### config.mk
export PLATFORM = sky130hd
export DESIGN_NAME = capped_exponential_backoff_top
export DESIGN_NICKNAME = d
export VERILOG_FILES = /design/src/hw/rtl/ceb_pkg.sv /design/src/hw/rtl/capped_exponential_backoff_top.sv /design/src/hw/rtl/ceb_mul.sv /design/src/hw/rtl/ceb_mod.sv
export VERILOG_INCLUDE_DIRS = /design/src /design/src/hw/rtl
export SDC_FILE = /design/constraint.sdc
export NUM_CORES = 1
export LEC_CHECK = 0
export ABC_AREA = 0
export BUFFER_PORTS_ARGS = -buffer_cell sky130_fd_sc_hd__clkbuf_2
export CAP_MARGIN = 40
export CORE_UTILIZATION = 50
export CTS_BUF_LIST = sky130_fd_sc_hd__clkbuf_8
export CTS_CLUSTER_SIZE = 20
export DETAILED_ROUTE_END_ITERATION = 6
export PLACE_DENSITY = 0.69
export SLEW_MARGIN = 20
export SYNTH_ARGS = -nofsm -noshare
export SYNTH_HDL_FRONTEND = slang
export SYNTH_SLANG_ARGS = --single-unit
### constraint.sdc
create_clock -name clk -period 5.87 [get_ports clk]
set_input_delay 0 -clock clk [delete_from_list [all_inputs] [get_ports clk]]
set_output_delay 0 -clock clk [all_outputs]
set_load 0.02 [all_outputs]
### src/hw/rtl/assert_macros.svh
// Assertion helpers used by the top-level RTL.
`ifndef ASSERT_MACROS_SVH
`define ASSERT_MACROS_SVH

// Check a property outside of reset.
`define CEB_ASSERT(lbl, prop, msg) \
  lbl: assert property (@(posedge clk) disable iff (rst) prop) else $error(msg);

// Check a property at every edge, reset included.
`define CEB_ASSERT_ALWAYS(lbl, prop, msg) \
  lbl: assert property (@(posedge clk) prop) else $error(msg);

`endif

### src/hw/rtl/ceb_pkg.sv
`timescale 1ns / 1ps
`default_nettype none

package ceb_pkg;

  localparam int ATTEMPT_W = 8;
  localparam int RANDOM_W  = 64;
  localparam int IN_W      = 72;
  localparam int MS_W      = 32;
  localparam int GROWTH_W  = 16;
  localparam int DIGIT_W   = 4;
  localparam int CFG_IDX_W = 2;

  localparam int DELAY_WIDTH_DEF   = 32;
  localparam int FRACTION_BITS_DEF = 8;

  localparam logic [CFG_IDX_W-1:0] REG_BASE   = 2'd0;
  localparam logic [CFG_IDX_W-1:0] REG_GROWTH = 2'd1;
  localparam logic [CFG_IDX_W-1:0] REG_MAX    = 2'd2;
  localparam logic [CFG_IDX_W-1:0] REG_JITTER = 2'd3;

  localparam logic [MS_W-1:0]     BASE_RST   = 32'd100;
  localparam logic [GROWTH_W-1:0] GROWTH_RST = 16'd512;
  localparam logic [MS_W-1:0]     MAX_RST    = 32'd30000;

  typedef struct packed {
    logic busy;
    logic done;
  } unit_stat_t;

endpackage

`default_nettype wire

### src/hw/rtl/capped_exponential_backoff_top.sv
// Retry delay generator: capped exponential backoff with optional full jitter.
// Input stream (s_*): one request per failed attempt, carrying the attempt
// number and a random word. Output stream (m_*): one delay in ms per request.
// Registers are written through wr_en / wr_index / wr_data; the user must
// write them only while no request is in flight, as the block does not
// enforce it: 0 base delay, 1 growth factor (Q8.8), 2 cap, 3 jitter enable.
// One request is worked on at a time; s_tready is high only while idle.
// Per request the growth factor is applied attempt-1 times, fewer if the
// early stop at the cap is reached; each step is one pass of the growth
// factor through a 4-bit digit-serial multiplier. Jitter adds a bit-serial
// remainder over the 64-bit random word. The result sits in an output
// register; a new request is taken while it waits. If the receiver stalls,
// a second finished result waits inside and no further request is accepted
// until the first one is taken.
// Synchronous reset clears the handshakes and loads the register defaults
// (base 100 ms, growth 2.0, cap 30000 ms, jitter off).
`timescale 1ns / 1ps
`default_nettype none
`include "assert_macros.svh"

module capped_exponential_backoff_top #(
  parameter int DELAY_WIDTH   = ceb_pkg::DELAY_WIDTH_DEF,
  parameter int FRACTION_BITS = ceb_pkg::FRACTION_BITS_DEF
) (
  input  wire logic                            clk,
  input  wire logic                            rst,
  input  wire logic                            wr_en,
  input  wire logic [ceb_pkg::CFG_IDX_W-1:0]   wr_index,
  input  wire logic [ceb_pkg::MS_W-1:0]        wr_data,
  input  wire logic                            s_tvalid,
  output logic                                 s_tready,
  // [7:0] attempt_no, [71:8] random_word
  input  wire logic [ceb_pkg::IN_W-1:0]        s_tdata,
  output logic                                 m_tvalid,
  input  wire logic                            m_tready,
  // [31:0] delay_ms
  output logic      [ceb_pkg::MS_W-1:0]        m_tdata
);

  localparam int D     = DELAY_WIDTH + FRACTION_BITS;
  localparam int MW    = ceb_pkg::MS_W;
  localparam int AW    = ceb_pkg::ATTEMPT_W;
  localparam int RW    = ceb_pkg::RANDOM_W;
  localparam int CMP_W = (D > MW + FRACTION_BITS) ? D : MW + FRACTION_BITS;
  localparam int RND_W = (DELAY_WIDTH > MW) ? DELAY_WIDTH : MW;
  localparam logic [D-1:0] DMAX = {D{1'b1}};
  localparam logic [D:0]   HALF = (D+1)'(1) << (FRACTION_BITS - 1);

  typedef enum logic [2:0] {S_IDLE, S_MUL, S_ROUND, S_CLAMP, S_MOD, S_OUT} state_t;

  logic [MW-1:0]                base_reg;
  logic [ceb_pkg::GROWTH_W-1:0] growth_reg;
  logic [MW-1:0]                max_reg;
  logic                         jit_reg;

  state_t                  state;
  logic [AW-1:0]           cnt;
  logic [D-1:0]            d;
  logic [RW-1:0]           rnd;
  logic [DELAY_WIDTH-1:0]  rounded;
  logic [MW-1:0]           delay;
  logic                    mul_start;
  logic                    mod_start;
  logic [MW:0]             mod_div;

  ceb_pkg::unit_stat_t     mul_stat;
  ceb_pkg::unit_stat_t     mod_stat;
  logic [D-1:0]            mul_prod;
  logic [MW-1:0]           mod_rem;

  logic [AW-1:0]           attempt;
  logic [AW-1:0]           cnt_init;
  logic [CMP_W-1:0]        base_q;
  logic [CMP_W-1:0]        cap_q;
  logic [D-1:0]            d_init;
  logic                    hit;
  logic [D:0]              sum;
  logic [DELAY_WIDTH:0]    sum_ms;
  logic [DELAY_WIDTH-1:0]  rounded_next;
  logic [RND_W-1:0]        rounded_ext;
  logic [MW-1:0]           clamp_next;
  logic                    out_load;

  assign attempt  = s_tdata[AW-1:0];
  assign cnt_init = (attempt == '0) ? '0 : attempt - 1'b1;
  assign base_q   = CMP_W'({base_reg, {FRACTION_BITS{1'b0}}});
  assign cap_q    = CMP_W'({max_reg, {FRACTION_BITS{1'b0}}});
  assign d_init   = (base_q > CMP_W'(DMAX)) ? DMAX : base_q[D-1:0];
  assign hit      = (CMP_W'(mul_prod) >= cap_q);

  assign sum          = {1'b0, d} + HALF;
  assign sum_ms       = sum[D:FRACTION_BITS];
  assign rounded_next = sum_ms[DELAY_WIDTH] ? {DELAY_WIDTH{1'b1}} : sum_ms[DELAY_WIDTH-1:0];
  assign rounded_ext  = RND_W'(rounded);
  assign clamp_next   = (rounded_ext > RND_W'(max_reg)) ? max_reg : rounded_ext[MW-1:0];
  assign out_load     = (state == S_OUT) && (!m_tvalid || m_tready);

  assign s_tready = (state == S_IDLE);

  always_ff @(posedge clk) begin
    if (rst) begin
      base_reg   <= ceb_pkg::BASE_RST;
      growth_reg <= ceb_pkg::GROWTH_RST;
      max_reg    <= ceb_pkg::MAX_RST;
      jit_reg    <= 1'b0;
    end else if (wr_en) begin
      unique case (wr_index)
        ceb_pkg::REG_BASE:   base_reg   <= wr_data;
        ceb_pkg::REG_GROWTH: growth_reg <= wr_data[ceb_pkg::GROWTH_W-1:0];
        ceb_pkg::REG_MAX:    max_reg    <= wr_data;
        ceb_pkg::REG_JITTER: jit_reg    <= wr_data[0];
        default: ;
      endcase
    end
  end

  always_ff @(posedge clk) begin
    if (rst) begin
      state     <= S_IDLE;
      m_tvalid  <= 1'b0;
      mul_start <= 1'b0;
      mod_start <= 1'b0;
    end else begin
      mul_start <= 1'b0;
      mod_start <= 1'b0;
      if (out_load) begin
        m_tdata  <= delay;
        m_tvalid <= 1'b1;
      end else if (m_tready) begin
        m_tvalid <= 1'b0;
      end
      unique case (state)
        S_IDLE: begin
          if (s_tvalid) begin
            d   <= d_init;
            cnt <= cnt_init;
            rnd <= s_tdata[AW +: RW];
            if (cnt_init == '0) begin
              state <= S_ROUND;
            end else begin
              mul_start <= 1'b1;
              state     <= S_MUL;
            end
          end
        end
        S_MUL: begin
          if (mul_stat.done) begin
            d   <= mul_prod;
            cnt <= cnt - 1'b1;
            if (hit || cnt == AW'(1)) begin
              state <= S_ROUND;
            end else begin
              mul_start <= 1'b1;
            end
          end
        end
        S_ROUND: begin
          rounded <= rounded_next;
          state   <= S_CLAMP;
        end
        S_CLAMP: begin
          delay <= clamp_next;
          if (jit_reg && clamp_next != '0) begin
            mod_div   <= {1'b0, clamp_next} + 1'b1;
            mod_start <= 1'b1;
            state     <= S_MOD;
          end else begin
            state <= S_OUT;
          end
        end
        S_MOD: begin
          if (mod_stat.done) begin
            delay <= mod_rem;
            state <= S_OUT;
          end
        end
        S_OUT: begin
          if (out_load) begin
            state <= S_IDLE;
          end
        end
        default: state <= S_IDLE;
      endcase
    end
  end

  ceb_mul #(
    .DELAY_WIDTH   (DELAY_WIDTH),
    .FRACTION_BITS (FRACTION_BITS)
  ) u_mul (
    .clk     (clk),
    .rst     (rst),
    .start   (mul_start),
    .opnd_in (d),
    .growth  (growth_reg),
    .stat    (mul_stat),
    .prod    (mul_prod)
  );

  ceb_mod u_mod (
    .clk      (clk),
    .rst      (rst),
    .start    (mod_start),
    .dividend (rnd),
    .divisor  (mod_div),
    .stat     (mod_stat),
    .rem      (mod_rem)
  );

  `CEB_ASSERT(a_one_in_flight, (s_tvalid && s_tready) |=> !s_tready, "request accepted while busy")
  `CEB_ASSERT(a_mul_free, mul_start |-> !mul_stat.busy, "multiplier restarted while busy")
  `CEB_ASSERT(a_mod_free, mod_start |-> !mod_stat.busy, "remainder restarted while busy")
  `CEB_ASSERT(a_mod_range, mod_stat.done |-> ({1'b0, mod_rem} < mod_div), "remainder not below divisor")
  `CEB_ASSERT_ALWAYS(a_reset_quiet, rst |=> !m_tvalid, "result valid after reset")

endmodule

`default_nettype wire

### src/hw/rtl/ceb_mul.sv
`timescale 1ns / 1ps
`default_nettype none

module ceb_mul #(
  parameter int DELAY_WIDTH   = ceb_pkg::DELAY_WIDTH_DEF,
  parameter int FRACTION_BITS = ceb_pkg::FRACTION_BITS_DEF
) (
  input  wire logic                                   clk,
  input  wire logic                                   rst,
  input  wire logic                                   start,
  input  wire logic [DELAY_WIDTH+FRACTION_BITS-1:0]   opnd_in,
  input  wire logic [ceb_pkg::GROWTH_W-1:0]           growth,
  output ceb_pkg::unit_stat_t                         stat,
  output logic      [DELAY_WIDTH+FRACTION_BITS-1:0]   prod
);

  localparam int D      = DELAY_WIDTH + FRACTION_BITS;
  localparam int GW     = ceb_pkg::GROWTH_W;
  localparam int DW     = ceb_pkg::DIGIT_W;
  localparam int PROD_W = D + GW;
  localparam int NDIG   = GW / DW;
  localparam int CNT_W  = $clog2(NDIG + 1);
  localparam logic [PROD_W-1:0] DMAX = {{(PROD_W-D){1'b0}}, {D{1'b1}}};

  typedef enum logic [1:0] {M_IDLE, M_RUN, M_FIN} mstate_t;

  mstate_t           state;
  logic [PROD_W-1:0] acc;
  logic [PROD_W-1:0] acc_next;
  logic [GW-1:0]     gsh;
  logic [D-1:0]      opnd;
  logic [CNT_W-1:0]  dig;
  logic [D+DW-1:0]   part;
  logic [PROD_W-1:0] shifted;
  logic              done;

  // one digit of the growth factor per cycle, most significant first
  assign part     = (D+DW)'(opnd) * (D+DW)'(gsh[GW-1 -: DW]);
  assign acc_next = (acc << DW) + PROD_W'(part);
  assign shifted  = acc >> FRACTION_BITS;

  assign stat.busy = (state != M_IDLE);
  assign stat.done = done;

  always_ff @(posedge clk) begin
    if (rst) begin
      state <= M_IDLE;
      done  <= 1'b0;
    end else begin
      done <= 1'b0;
      unique case (state)
        M_IDLE: begin
          if (start) begin
            acc   <= '0;
            gsh   <= growth;
            opnd  <= opnd_in;
            dig   <= CNT_W'(NDIG);
            state <= M_RUN;
          end
        end
        M_RUN: begin
          acc <= acc_next;
          gsh <= gsh << DW;
          dig <= dig - 1'b1;
          if (dig == CNT_W'(1)) begin
            state <= M_FIN;
          end
        end
        M_FIN: begin
          // truncate the fraction, saturate the running delay
          prod  <= (shifted > DMAX) ? {D{1'b1}} : shifted[D-1:0];
          done  <= 1'b1;
          state <= M_IDLE;
        end
        default: state <= M_IDLE;
      endcase
    end
  end

endmodule

`default_nettype wire

### src/hw/rtl/ceb_mod.sv
`timescale 1ns / 1ps
`default_nettype none

module ceb_mod (
  input  wire logic                          clk,
  input  wire logic                          rst,
  input  wire logic                          start,
  input  wire logic [ceb_pkg::RANDOM_W-1:0]  dividend,
  input  wire logic [ceb_pkg::MS_W:0]        divisor,
  output ceb_pkg::unit_stat_t                stat,
  output logic      [ceb_pkg::MS_W-1:0]      rem
);

  localparam int RW    = ceb_pkg::RANDOM_W;
  localparam int MW    = ceb_pkg::MS_W;
  localparam int CNT_W = $clog2(RW + 1);

  typedef enum logic {V_IDLE, V_RUN} vstate_t;

  vstate_t          state;
  logic [RW-1:0]    dvd;
  logic [MW:0]      div;
  logic [CNT_W-1:0] cnt;
  logic [MW:0]      trial;
  logic [MW:0]      diff;
  logic             done;

  // restoring remainder, one dividend bit per cycle
  assign trial = {rem, dvd[RW-1]};
  assign diff  = trial - div;

  assign stat.busy = (state != V_IDLE);
  assign stat.done = done;

  always_ff @(posedge clk) begin
    if (rst) begin
      state <= V_IDLE;
      done  <= 1'b0;
    end else begin
      done <= 1'b0;
      unique case (state)
        V_IDLE: begin
          if (start) begin
            dvd   <= dividend;
            div   <= divisor;
            rem   <= '0;
            cnt   <= CNT_W'(RW);
            state <= V_RUN;
          end
        end
        V_RUN: begin
          rem <= (trial >= div) ? diff[MW-1:0] : trial[MW-1:0];
          dvd <= dvd << 1;
          cnt <= cnt - 1'b1;
          if (cnt == CNT_W'(1)) begin
            done  <= 1'b1;
            state <= V_IDLE;
          end
        end
        default: state <= V_IDLE;
      endcase
    end
  end

endmodule

`default_nettype wire

# Word-level counts from Yosys, hierarchy flattened
# Index checks and enable logic that the tools add are counted.
# classes
order_cmp	5
n_addsub	8
bitwise	3
reduce_logical	34
n_mux	48
n_mul	1
eq_ne	21
# ops
op	count
$mux 32	4
$pmux 32 s2	2
$pmux 64 s2	1
$mux 40	3
$pmux 56 s2	1
$pmux 40 s2	1
$mux 64	1
$add 56x44->56	1
$mux 56	1
$gt 48x40->1 const B	1
$mul 40x4->44	1
$add 40x8->41 const B	1
$ge 40x40->1	1
$gt 40x40->1 const B	1
$add 32x1->33 const B	1
$ge 33x33->1	1
$gt 32x32->1	1
$pmux 16 s2	1
$reduce_bool 32->1	1
$sub 32x32->32	1
$mux 8	3
$mux 3	6
$pmux 3 s6	1
$reduce_and 2->1	9
33 further kinds	75
# totals
input_bits	111
elab_cells	148
output_inout_bits	34
regBits	624

# Logic depth before layout (Yosys ltp)
# depth
depth_word	6
depth_mapped	22
ltp_nobuf	19

# Modules after synthesis
# A second synthesis with hierarchy kept.
# unflattened
hier_cells	3280
hier_area_um2	35409.0
# by_module_without_submodules
module	seq_area_each_um2	cells_per_inst	n_inst	area_each_um2
capped_exponential_backoff_top	8978.6	1481	1	15632.5
ceb_mul	4714.5	1184	1	12306.8
ceb_mod	4124.0	615	1	7469.7

# Least setup slack after synthesis
# No wires, ideal clock.
# synth_timing
kind	reg-to-reg
startpoint	reg max_reg[10]
endpoint	reg mod_div[0] (enable)
arrival_ns	5.992
path_slack_ns	-0.628
path_stages_with_launch	17
path_cell_list	dfxtp_1 clkbuf_1 inv_1 ha_1 nand4_1 nor4_4 o21ai_1 o211ai_1 a221oi_2 a31oi_4 buf_6 buf_4 mux2i_1 ha_1 inv_1 o21ai_1 nor4_1
# synth_between
elab_chain_len	5
# synth_lines
item	line	source
start: declaration	capped_exponential_backoff_top.sv:53	logic [MW-1:0] max_reg;
start signal: assignment	capped_exponential_backoff_top.sv:104	max_reg <= ceb_pkg::MAX_RST;
start signal: assignment	capped_exponential_backoff_top.sv:110	ceb_pkg::REG_MAX: max_reg <= wr_data;
$gt 32x32->1	capped_exponential_backoff_top.sv:95	assign clamp_next = (rounded_ext > RND_W'(max_reg)) ? max_reg : rounded_ext[MW-1:0];
$mux 32 *	capped_exponential_backoff_top.sv:95	
$reduce_bool 32->1 *	capped_exponential_backoff_top.sv:163	if (jit_reg && clamp_next != '0) begin
$logic_and 1x1->1 *	capped_exponential_backoff_top.sv:163	
$reduce_and 3->1 (no line) *	--	
end signal: assignment	capped_exponential_backoff_top.sv:164	mod_div <= {1'b0, clamp_next} + 1'b1;
end: declaration	capped_exponential_backoff_top.sv:64	logic [MW:0] mod_div;
# Mark *: on every way between the ends. The rest lies on a longest branch, timed or not.
# A chain may end at the register's enable or synchronous reset.

# Final worst setup path
# layout_timing
startpoint	reg u_mul.gsh[14]
endpoint	reg u_mul.acc[43], data pin
# layout_between
elab_chain_len	3
# layout_lines
item	line	source
start: declaration	ceb_mul.sv:30	logic [GW-1:0] gsh;
start signal: assignment	ceb_mul.sv:55	gsh <= growth;
start signal: assignment	ceb_mul.sv:63	gsh <= gsh << DW;
$mul 40x4->44	ceb_mul.sv:38	assign part = (D+DW)'(opnd) * (D+DW)'(gsh[GW-1 -: DW]);
$add 56x44->56	ceb_mul.sv:39	assign acc_next = (acc << DW) + PROD_W'(part);
$pmux 56 s2	ceb_mul.sv:51	unique case (state)
end signal: assignment	ceb_mul.sv:62	acc <= acc_next;
end: declaration	ceb_mul.sv:28	logic [PROD_W-1:0] acc;
# Every way passes these cells.

==> impl_metrics.tcl <==
set metrics [dict create \
    core-area_um2 68700 \
    synth_edf_count 532 \
    synthAdderAreaFrac_pct 12.4 \
    yosysWarningCount 0 \
    drt-total-wl_mm 86.3 \
    switching_share_pct 28.7 \
    crit_fanout 15 \
    seq_power_share_pct 46.0 \
    cts.htree.levels 3 \
    synth-main-ff-cell "edfxtp_1" \
    cts_buffer_depth 3 \
    netlist_area_um2 34800 \
    vdd_drop_max_mv 0.150 \
    setup_ws_ps 317 \
    n_fill_cell 5436 \
    fin_crit_ps 5550 \
    hold_viol_final 0 \
    post-route-util_pct 59.7 \
    routedWlPerCell_um 18.9 \
    cts_resized 0 \
    fmax_ghz 0.180 \
    layout_common_cells "edfxtp_1, nand2_1, inv_1" \
    required_ps 6300 \
    design_area_um2 41000 \
    clkSlewWorstSetupHoldPaths_ps 70 \
    cts_buffers 99 \
    path_class "flip-flop to flip-flop" \
    first_pass_iters 7 \
    reg.largest.list "rnd x64, u_mod.dvd x64, u_mul.acc x56" \
    syn_area_per_cell_um2 11.1 \
    grt_pass1_vias 25432 \
    final_common_cell "edfxtp_1" \
    antenna_found_initial 8 \
    clkSinkCount 624 \
    slew-limit-headroom_pct 47.1 \
    muxShareOfSynthArea_pct 3.85 \
    synth_xor_area_share_pct 3.48 \
    root_buffer "clkbuf_8" \
    gp_congestion 0.926 \
    power.leakage_nw 15.9 \
    hold_class "input pin to flip-flop" \
    track_usage_pct 24.6 \
    synth_top_family_by_area "simple AND/OR/NAND/NOR gates" \
    fin_worst_skew_ps 55.7 \
    violations "design-rule violations" \
    drc 3 \
    yosys.area_share.simple_pct 16.2 \
    slew_viol_final 0 \
    final_nets 3918 \
    die_w_um 266 \
    vias 25137 \
    pre_cts_ws_ps 260 \
    start_util_pct 50.6 \
    rows 96 \
    io_pins 145 \
    comb_power_share_pct 18.9 \
    dp_hpwl_mm 58.5 \
    yosys_register_bits 624 \
    place.port_buffers 144 \
    cts_tree "yes" \
    rsz0062_at_grt "no" \
    synth_compound_area_share_pct 9.07 \
    p_clk_share_pct 35.1 \
    status "complete, but fails checks" \
    finalSetupTns_ps 0 \
    worstSetupStartpointType "flip-flop" \
    synth_fp_nets 3522 \
    place_area_um2 36600 \
    timing.hold.ws_ps 66.4 \
    area_delta_synth_final_pct 18.0 \
    cp-end-kind "flip-flop" \
    grt_pass1_wl_mm 137 \
    clk_latency_ps 720 \
    ys_seq_area_share_pct 51.3 \
    dp_cells 4128 \
    fin_crit_sh_pct 94.6 \
    die_area_um2 70600 \
    drive_above_1_share_pct 13.3 \
    grt_max_degree 66 \
    ys_types 83 \
    p_sw_mw 3.15 \
    ys_async_sr_fraction_pct 0 \
    vias_per_cell 5.52 \
    powerDensity_nw_per_um2 268 \
    netlist_instances 3136 \
    worst_slew_pin_slew_ps 794 \
    grt_overflow 0 \
    drtIter0Drc 1898 \
    fin_cells 4555 \
    maxCapViolations 0 \
    cp.arrival_ps 5980 \
    power_mw 11.0 \
    setup_viol 0 \
    die_height_um 266 \
    p_int_mw 7.84 \
    ant_nets 0 \
]
[metal layers]
layer	global-route usage [%]	vias to the layer above	wire length, um
met5	0	-	0
met4	11.1	0	3620
met3	3.29	208	4610
met2	41.3	886	41900
met1	31.9	12190	36100
li1	-	11853	-
[power groups by stage]
stage	sequential, mW	combinational (mW)	clock [mW]
2_1_floorplan	5.10	1.45	0
3_3_place_gp	5.14	1.84	0
3_5_place_dp	5.14	1.90	0
4_1_cts	5.05	2.03	3.92
5_1_grt	5.06	2.30	4.13
6_report	5.05	2.08	3.86
[final cells by class]
cell class	count	area, um2	area share [%]
multi-input combinational	2184	15700	38.4
tap	931	1160	2.84
clock inverter	71	508	1.24
inverter	204	766	1.87
sequential	624	17800	43.5
timing repair buffer	419	3420	8.34
antenna	9	22.5	0.0549
clock buffer	113	1560	3.79
[Yosys cell counts (4+ instances only)]
master / number / area, um2
a211o_1: 6 / 52.6
a211oi_1: 14 / 105
a21o_1: 47 / 353
a21oi_1: 212 / 1060
a31oi_1: 12 / 75.1
a41oi_1: 5 / 43.8
and2_1: 180 / 1130
and3_1: 28 / 175
and4_1: 4 / 35.0
buf_1: 5 / 18.8
buf_2: 4 / 20.0
buf_4: 7 / 52.6
buf_6: 5 / 56.3
clkbuf_1: 103 / 387
dfxtp_1: 92 / 1840
edfxtp_1: 532 / 16000
fa_1: 116 / 2320
ha_1: 159 / 1990
inv_1: 204 / 766
mux2_2: 65 / 732
mux2i_1: 59 / 591
nand2_1: 443 / 1660
nand2b_1: 24 / 150
nand3_1: 81 / 405
nand4_1: 35 / 219
nor2_1: 155 / 582
nor2b_1: 47 / 294
nor3_1: 43 / 215
nor3b_1: 8 / 60.1
nor4_1: 29 / 181
nor4_2: 4 / 50.1
nor4b_1: 4 / 35.0
o211ai_1: 24 / 180
o21a_1: 16 / 120
o21ai_0: 101 / 505
o21ai_1: 7 / 35.0
o21bai_1: 7 / 52.6
o31ai_1: 5 / 37.5
o31ai_4: 4 / 85.1
or2_2: 31 / 194
or3_1: 10 / 62.6
xnor2_1: 78 / 683
xor2_1: 60 / 526
[worst paths after layout]
| path | from | end | slack [ps] | depth (start not counted) |
|---|---|---|---|---|
| worst max-delay path | u_mul.gsh[14]$_DFFE_PP_ | u_mul.acc[43]$_SDFFCE_PN0P_ | 320 | 19 |
| worst min-delay path | s_tdata[71] | rnd[63]$_DFFE_PP_ | 70 | 2 |
| worst max register to register | u_mul.gsh[14]$_DFFE_PP_ | u_mul.acc[43]$_SDFFCE_PN0P_ | 320 | 19 |
| worst min register to register | delay[6]$_DFFE_PP_ | m_tdata[6]$_DFFE_PP_ | 410 | 0 |
[worst max-delay path: stages (launching register included)]
cell and delay [ps]:
edfxtp_1 630, buf_4 290, and2_1 180, fa_1 430, fa_1 530, inv_1 60, fa_1 510, inv_1 40
ha_1 370, a21oi_1 210, o211ai_1 180, a211oi_1 290, a311oi_1 150, buf_4 160, o41ai_1 420, o211ai_1 150
a21boi_1 190, a41oi_1 280, xnor2_1 150, nor2_1 50
[logic make-up after synthesis]
logic type                 count (synthesis)
AOI/OAI and AO/OA                        503
xor gates and xnor gates                 138
adders and majority gates                276
buffers and inverters                    328
DFF                                      624
muxes                                    125
and+or+nand+nor                         1142
[repair_timing]
item	CTS	global route
hold endpoints to repair	168	0
buffers inserted	0	5
setup endpoints to repair	0	7
hold buffers	226	0
Note: power is estimated with default switching activity, not from simulation.
